===== src/rtl/sha1_pkg.sv =====
// Shared types and constants for the SHA-1 hash engine.
package sha1_pkg;

    typedef logic [31:0] word_t;
    typedef logic [4:0][31:0] chain_t;

    localparam chain_t INIT_CHAIN = {32'hC3D2E1F0, 32'h10325476, 32'h98BADCFE,
                                     32'hEFCDAB89, 32'h67452301};

    localparam logic [1:0] FN_CH   = 2'd0;
    localparam logic [1:0] FN_PAR1 = 2'd1;
    localparam logic [1:0] FN_MAJ  = 2'd2;
    localparam logic [1:0] FN_PAR2 = 2'd3;

    localparam word_t K_CH   = 32'h5A827999;
    localparam word_t K_PAR1 = 32'h6ED9EBA1;
    localparam word_t K_MAJ  = 32'h8F1BBCDC;
    localparam word_t K_PAR2 = 32'hCA62C1D6;

    localparam logic [7:0] PAD_BYTE = 8'h80;

    localparam logic CMD_ABSORB = 1'b0;
    localparam logic CMD_FINISH = 1'b1;

    typedef struct packed {
        logic       wr_en;
        logic [5:0] wr_idx;
        logic [7:0] wr_byte;
        logic       shift;
    } sched_ctrl_t;

    typedef struct packed {
        logic       load;
        logic       step;
        logic [1:0] fn;
    } round_ctrl_t;

endpackage


===== src/rtl/sha1_sched.sv =====
// Block buffer and message schedule window: byte loading and per-round word expansion.
module sha1_sched (
    input  logic                  aclk,
    input  sha1_pkg::sched_ctrl_t ctrl,
    output sha1_pkg::word_t       w_out
);

    sha1_pkg::word_t win_reg [16];
    sha1_pkg::word_t expand;
    logic [4:0]      lane_base;

    assign lane_base = {~ctrl.wr_idx[1:0], 3'b000};
    assign expand    = win_reg[13] ^ win_reg[8] ^ win_reg[2] ^ win_reg[0];
    assign w_out     = win_reg[0];

    always_ff @(posedge aclk) begin
        if (ctrl.shift) begin
            for (int i = 0; i < 15; i++) begin
                win_reg[i] <= win_reg[i + 1];
            end
            win_reg[15] <= {expand[30:0], expand[31]};
        end else if (ctrl.wr_en) begin
            win_reg[ctrl.wr_idx[5:2]][lane_base +: 8] <= ctrl.wr_byte;
        end
    end

endmodule


===== src/rtl/sha1_round.sv =====
// Shared SHA-1 round unit with the five working registers.
module sha1_round (
    input  logic                  aclk,
    input  sha1_pkg::round_ctrl_t ctrl,
    input  sha1_pkg::chain_t      chain_in,
    input  sha1_pkg::word_t       w_in,
    output sha1_pkg::chain_t      work
);

    sha1_pkg::word_t a_reg, b_reg, c_reg, d_reg, e_reg;
    sha1_pkg::word_t f_val, k_val, temp;

    always_comb begin
        unique case (ctrl.fn)
            sha1_pkg::FN_CH: begin
                f_val = (b_reg & c_reg) | (~b_reg & d_reg);
                k_val = sha1_pkg::K_CH;
            end
            sha1_pkg::FN_PAR1: begin
                f_val = b_reg ^ c_reg ^ d_reg;
                k_val = sha1_pkg::K_PAR1;
            end
            sha1_pkg::FN_MAJ: begin
                f_val = (b_reg & c_reg) | (b_reg & d_reg) | (c_reg & d_reg);
                k_val = sha1_pkg::K_MAJ;
            end
            default: begin
                f_val = b_reg ^ c_reg ^ d_reg;
                k_val = sha1_pkg::K_PAR2;
            end
        endcase
    end

    assign temp = {a_reg[26:0], a_reg[31:27]} + f_val + e_reg + k_val + w_in;
    assign work = {e_reg, d_reg, c_reg, b_reg, a_reg};

    always_ff @(posedge aclk) begin
        if (ctrl.load) begin
            a_reg <= chain_in[0];
            b_reg <= chain_in[1];
            c_reg <= chain_in[2];
            d_reg <= chain_in[3];
            e_reg <= chain_in[4];
        end else if (ctrl.step) begin
            a_reg <= temp;
            b_reg <= a_reg;
            c_reg <= {b_reg[1:0], b_reg[31:2]};
            d_reg <= c_reg;
            e_reg <= d_reg;
        end
    end

endmodule


===== src/rtl/sha1_hash_engine_top.sv =====
// SHA-1 hash engine top level: sequencer, padding, chaining value and digest output.
//
// Input stream: s_tuser is the command (0 absorb, 1 finish), s_tdata the message byte.
// Output stream: five beats per finish, m_tdata a digest word (most significant
// word first), m_tuser its index 0..4, m_tlast high on the fifth word.
// The beat that fills a 64-byte block starts a busy phase: 80 rounds through the
// single shared round unit, then an add of the working words into the chaining value.
// A finish beat feeds padding and length bytes one per cycle through the same
// byte path, pausing for the rounds and add of each full block (one block, or two
// when the pad spills into a second block); then the five digest beats follow.
// s_tready is high only while idle. A stalled receiver holds the digest beat
// in place; nothing is dropped. After the fifth beat the engine returns to the
// initial chaining value with empty counts.
// aresetn (synchronous, active low) loads the initial chaining value and clears
// the byte counts and the sequencer; no clearing pass is needed.
module sha1_hash_engine_top (
    input  logic        aclk,
    input  logic        aresetn,
    input  logic        s_tvalid,
    output logic        s_tready,
    input  logic [7:0]  s_tdata,   // data_byte[7:0]
    input  logic        s_tuser,   // command[0]
    output logic        m_tvalid,
    input  logic        m_tready,
    output logic [31:0] m_tdata,   // digest_word[31:0]
    output logic [2:0]  m_tuser,   // word_index[2:0]
    output logic        m_tlast
);

    localparam logic [2:0] ST_IDLE  = 3'd0;
    localparam logic [2:0] ST_ROUND = 3'd1;
    localparam logic [2:0] ST_ADD   = 3'd2;
    localparam logic [2:0] ST_PAD   = 3'd3;
    localparam logic [2:0] ST_OUT   = 3'd4;

    localparam logic [1:0] PAD_80   = 2'd0;
    localparam logic [1:0] PAD_FILL = 2'd1;
    localparam logic [1:0] PAD_LEN  = 2'd2;

    localparam logic [6:0] LAST_ROUND = 7'd79;
    localparam logic [5:0] LAST_BYTE  = 6'd63;
    localparam logic [5:0] LEN_START  = 6'd56;
    localparam logic [2:0] LAST_WORD  = 3'd4;

    logic [2:0]  state_reg, state_next;
    logic [5:0]  fill_reg, fill_next;
    logic [60:0] cnt_reg, cnt_next;
    logic [6:0]  rnd_reg, rnd_next;
    logic        fin_reg, fin_next;
    logic [1:0]  pad_reg, pad_next;
    logic [2:0]  out_idx_reg, out_idx_next;
    sha1_pkg::chain_t chain_reg, chain_next;

    sha1_pkg::sched_ctrl_t sched_ctrl;
    sha1_pkg::round_ctrl_t round_ctrl;
    sha1_pkg::word_t       w_word;
    sha1_pkg::chain_t      work;

    logic        put_en;
    logic [7:0]  put_byte;
    logic [63:0] len_bits;
    logic [7:0]  len_byte;
    logic [5:0]  len_base;

    assign len_bits = {cnt_reg, 3'b000};
    assign len_base = {~fill_reg[2:0], 3'b000};
    assign len_byte = len_bits[len_base +: 8];

    assign s_tready = (state_reg == ST_IDLE);
    assign m_tvalid = (state_reg == ST_OUT);
    assign m_tdata  = chain_reg[0];
    assign m_tuser  = out_idx_reg;
    assign m_tlast  = (out_idx_reg == LAST_WORD);

    always_comb begin
        state_next   = state_reg;
        fill_next    = fill_reg;
        cnt_next     = cnt_reg;
        rnd_next     = rnd_reg;
        fin_next     = fin_reg;
        pad_next     = pad_reg;
        out_idx_next = out_idx_reg;
        chain_next   = chain_reg;
        put_en       = 1'b0;
        put_byte     = s_tdata;
        round_ctrl.load = 1'b0;
        round_ctrl.step = 1'b0;

        if (rnd_reg < 7'd20) begin
            round_ctrl.fn = sha1_pkg::FN_CH;
        end else if (rnd_reg < 7'd40) begin
            round_ctrl.fn = sha1_pkg::FN_PAR1;
        end else if (rnd_reg < 7'd60) begin
            round_ctrl.fn = sha1_pkg::FN_MAJ;
        end else begin
            round_ctrl.fn = sha1_pkg::FN_PAR2;
        end

        unique case (state_reg)
            ST_IDLE: begin
                if (s_tvalid) begin
                    if (s_tuser == sha1_pkg::CMD_ABSORB) begin
                        put_en   = 1'b1;
                        cnt_next = cnt_reg + 61'd1;
                    end else begin
                        fin_next   = 1'b1;
                        pad_next   = PAD_80;
                        state_next = ST_PAD;
                    end
                end
            end
            ST_PAD: begin
                put_en = 1'b1;
                unique case (pad_reg)
                    PAD_80: begin
                        put_byte = sha1_pkg::PAD_BYTE;
                        pad_next = PAD_FILL;
                    end
                    PAD_FILL: begin
                        if (fill_reg == LEN_START) begin
                            put_byte = len_byte;
                            pad_next = PAD_LEN;
                        end else begin
                            put_byte = 8'h00;
                        end
                    end
                    default: begin
                        put_byte = len_byte;
                    end
                endcase
            end
            ST_ROUND: begin
                round_ctrl.step = 1'b1;
                if (rnd_reg == LAST_ROUND) begin
                    rnd_next   = '0;
                    state_next = ST_ADD;
                end else begin
                    rnd_next = rnd_reg + 7'd1;
                end
            end
            ST_ADD: begin
                for (int i = 0; i < 5; i++) begin
                    chain_next[i] = chain_reg[i] + work[i];
                end
                if (!fin_reg) begin
                    state_next = ST_IDLE;
                end else if (pad_reg == PAD_LEN) begin
                    state_next = ST_OUT;
                end else begin
                    state_next = ST_PAD;
                end
            end
            ST_OUT: begin
                if (m_tready) begin
                    chain_next = sha1_pkg::chain_t'({32'd0, chain_reg[4:1]});
                    out_idx_next = out_idx_reg + 3'd1;
                    if (out_idx_reg == LAST_WORD) begin
                        chain_next   = sha1_pkg::INIT_CHAIN;
                        out_idx_next = '0;
                        fill_next    = '0;
                        cnt_next     = '0;
                        fin_next     = 1'b0;
                        pad_next     = PAD_80;
                        state_next   = ST_IDLE;
                    end
                end
            end
            default: begin
                state_next = ST_IDLE;
            end
        endcase

        if (put_en) begin
            fill_next = fill_reg + 6'd1;
            if (fill_reg == LAST_BYTE) begin
                round_ctrl.load = 1'b1;
                state_next      = ST_ROUND;
            end
        end
    end

    assign sched_ctrl.wr_en   = put_en;
    assign sched_ctrl.wr_idx  = fill_reg;
    assign sched_ctrl.wr_byte = put_byte;
    assign sched_ctrl.shift   = round_ctrl.step;

    sha1_sched u_sched (
        .aclk  (aclk),
        .ctrl  (sched_ctrl),
        .w_out (w_word)
    );

    sha1_round u_round (
        .aclk     (aclk),
        .ctrl     (round_ctrl),
        .chain_in (chain_reg),
        .w_in     (w_word),
        .work     (work)
    );

    always_ff @(posedge aclk) begin
        if (!aresetn) begin
            state_reg   <= ST_IDLE;
            fill_reg    <= '0;
            cnt_reg     <= '0;
            rnd_reg     <= '0;
            fin_reg     <= 1'b0;
            pad_reg     <= PAD_80;
            out_idx_reg <= '0;
            chain_reg   <= sha1_pkg::INIT_CHAIN;
        end else begin
            state_reg   <= state_next;
            fill_reg    <= fill_next;
            cnt_reg     <= cnt_next;
            rnd_reg     <= rnd_next;
            fin_reg     <= fin_next;
            pad_reg     <= pad_next;
            out_idx_reg <= out_idx_next;
            chain_reg   <= chain_next;
        end
    end

endmodule

===== config.mk =====
export PLATFORM = sky130hd
export DESIGN_NAME = sha1_hash_engine_top
export DESIGN_NICKNAME = d
export VERILOG_FILES = /design/src/rtl/sha1_pkg.sv /design/src/rtl/sha1_sched.sv /design/src/rtl/sha1_round.sv /design/src/rtl/sha1_hash_engine_top.sv
export SDC_FILE = /design/constraint.sdc
export NUM_CORES = 2
export LEC_CHECK = 0
export BUFFER_PORTS_ARGS = -buffer_cell sky130_fd_sc_hd__buf_2
export CAP_MARGIN = 20
export CORE_MARGIN = 4
export CORE_UTILIZATION = 50
export DETAILED_ROUTE_END_ITERATION = 6
export GPL_TIMING_DRIVEN = 0
export PLACE_DENSITY = 0.62
export SETUP_SLACK_MARGIN = 0.4
export SYNTH_ARGS = -nofsm -noshare
export SYNTH_HDL_FRONTEND = slang
export SYNTH_SLANG_ARGS = --single-unit

===== constraint.sdc =====
create_clock -name aclk -period 19.5 [get_ports aclk]
set_input_delay 2.925 -clock aclk [delete_from_list [all_inputs] [get_ports aclk]]
set_output_delay 2.925 -clock aclk [all_outputs]
set_load 0.05 [all_outputs]

==> flow_summary.ini <==
[finish]
largest_register_ffs = 512
final_util_pct = 55.7
syn2layout_area_growth_pct = 10.8
antenna_cells = 0
layout.nets = 6135
drive_above_1_share_pct = 5.96
layout_commonest_cell = nand2_1
stdcell_area_um2 = 58600
layout_common_cells = 1,278 x nand2_1, 746 x o21ai_0, 672 x edfxtp_1

[sta]
rsz0062_at_grt = no
worstMarginPinSlew_ns = 1.35
setup_viol = 0
period_share_pct = 50.1
drv_slew = 0
final.setup.tns_ns = 0
clock-skew-final_ns = 0.0425
final-hold-violation-count = 0
fin_crit_ns = 9.77
relSlewSlack_pct = 10.0
max_freq_mhz = 102

[yosys]
synth_flop_cell = edfxtp_1
ys_types = 92
avgSynthCellArea_um2 = 9.43
seq_area_frac_synth_pct = 47.4
syn_area_um2 = 52900
synth_edf_count = 672
postSynthCellCount = 5602
synth_seq_cells = 915
syn_nets = 5946
yosysWarnings = 0
ys_async_sr_fraction_pct = 0

[routing]
drt_iter0_markers = 5878
routed.top_layer = met5
wl_per_cell_um = 27.0
vias = 44700
drc = 1
first_pass_iters = 7
routed_wirelength_um = 196000
vias_per_cell = 6.15
met1Wirelength_um = 77600
wl_met3_um = 20800
wl_met2_um = 84200
final_antenna_net_count = 0

[clocking]
postCtsHoldBufs = 0
clock_latency_ns = 0.72
clock_sinks = 915
cts_setup_buffers = 0
clockRootBuffer = clkbuf_16
cts.htree.levels = 3
cts_resized = 0
cts_tree = done
clockBufferDepth = 3
cts_made_buffers = 103
clkTransAtPathRegs_ns = 0.06

[critical_path]
crit_path_end_kind = flip-flop
start_kind = flip-flop
crit_slowest_cell = clkbuf_1
max_stage_delay_ns = 0.90
crit_arrival_ns = 10.20
cp.required_ns = 19.93
critPathMaxFanout = 11
critical_path_class = reg2reg

[floorplan]
die_width_um = 333
core_um2 = 105000
ios = 51
dieArea_um2 = 111000
rows = 119
start_util_pct = 50.3
die-height_um = 333

[global_routing]
grt_pass1_vias = 42200
track_usage_pct = 34.4
overflow = 0
grt_max_degree = 61
antenna_found_initial = 7
grt_pass1_wl_um = 282000

[power_and_ir_drop]
leakagePower_uw = 0.0234
pwr_density_cell_nw_per_um2 = 116
ir_drop_v = 0.0000805

[placed_design]
place_congestion = 1.03
numPortBuffers = 50
dp.final_hpwl_um = 149000
place_area_um2 = 55200

[status]
status = finished, violations left
violations = design-rule violations

[min_path]
hold_class = reg2reg

[run]
maxCapViolations = 0
==> per-layer routing <==
| metal | vias up | GRT usage (%) |
|---|---|---|
| met5 | - | 0 |
| met4 | 4 | 20.9 |
| li1 | 20200 | - |
| met2 | 2566 | 51.7 |
| met1 | 21400 | 45.9 |
| met3 | 586 | 7.35 |
==> layout make-up <==
cell class | count | area [um^2]
clock buffer | 136 | 2820
tap | 1391 | 1740
inverter | 245 | 920
sequential | 915 | 25000
buffer | 318 | 1340
multi-input combinational | 4124 | 25600
fill | 9528 | 46500
timing repair buffer | 84 | 642
clock inverter | 54 | 497
==> power breakdown <==
group | switching [uW] | internal, uW
logic | 1400 | 923
clock network | 851 | 1110
registers | 179 | 2350
==> synthesized netlist by cell type (92+ instances only) <==
cell type	instances	area, um^2
a21o_1	96	721
a21oi_1	300	1500
clkbuf_1	272	1020
dfxtp_1	243	4860
edfxtp_1	672	20200
fa_1	125	2500
ha_1	206	2580
inv_1	242	908
nand2_1	1279	4800
nand3_1	92	460
nor2_1	254	953
o21ai_0	746	3730
xnor2_1	195	1710
xor2_1	96	841
==> per-stage QoR <==
stage / power, uW / cells / hold WS, ns / setup slack [ns]
final: 6810 / 7267 / 0.503 / 9.73
after CTS: 6770 / 7261 / 0.503 / 10.06
after global placement: 4800 / 7043 / 0.483 / 7.94
after floorplan: 4140 / 5602 / 0.461 / 11.55
after global routing: 7130 / 7267 / 0.528 / 9.74
after detailed placement: 4820 / 7071 / 0.494 / 10.09
==> critical path, delay by kind of cell (launching register included) <==
family	cells	cell delay (ns)
buffers and inverters	8	2.49
AO/OA/AOI/OAI	12	3.67
adder cells (fa/ha/maj)	5	2.43
flip-flops	1	0.31
AND/OR/NAND/NOR	1	0.27
XOR/XNOR	1	0.29
==> final timing paths <==
| kind | from | endpoint | slack (ns) | cells after the start |
|---|---|---|---|---|
| worst max-delay path | rnd_reg[5] | u_round.a_reg[28] | 9.73 | 27 |
| worst min-delay path | m_tuser[1] | m_tuser[1] | 0.50 | 2 |
| worst min register to register | m_tuser[1] | m_tuser[1] | 0.50 | 2 |
| worst max register to register | rnd_reg[5] | u_round.a_reg[28] | 9.73 | 27 |
==> logic make-up (layout without fill, tap and decap cells) <==
kind of cell	after synthesis	in the layout	synth area share, %
simple gates	1910	1910	15.2
compound gates	1527	1527	17.1
flops	915	915	47.4
buf+inv	563	837	4.27
fa+ha+maj	331	331	9.61
xor+xnor	291	291	4.82
mux	65	65	1.62
Power figures use the tool's default switching activity.
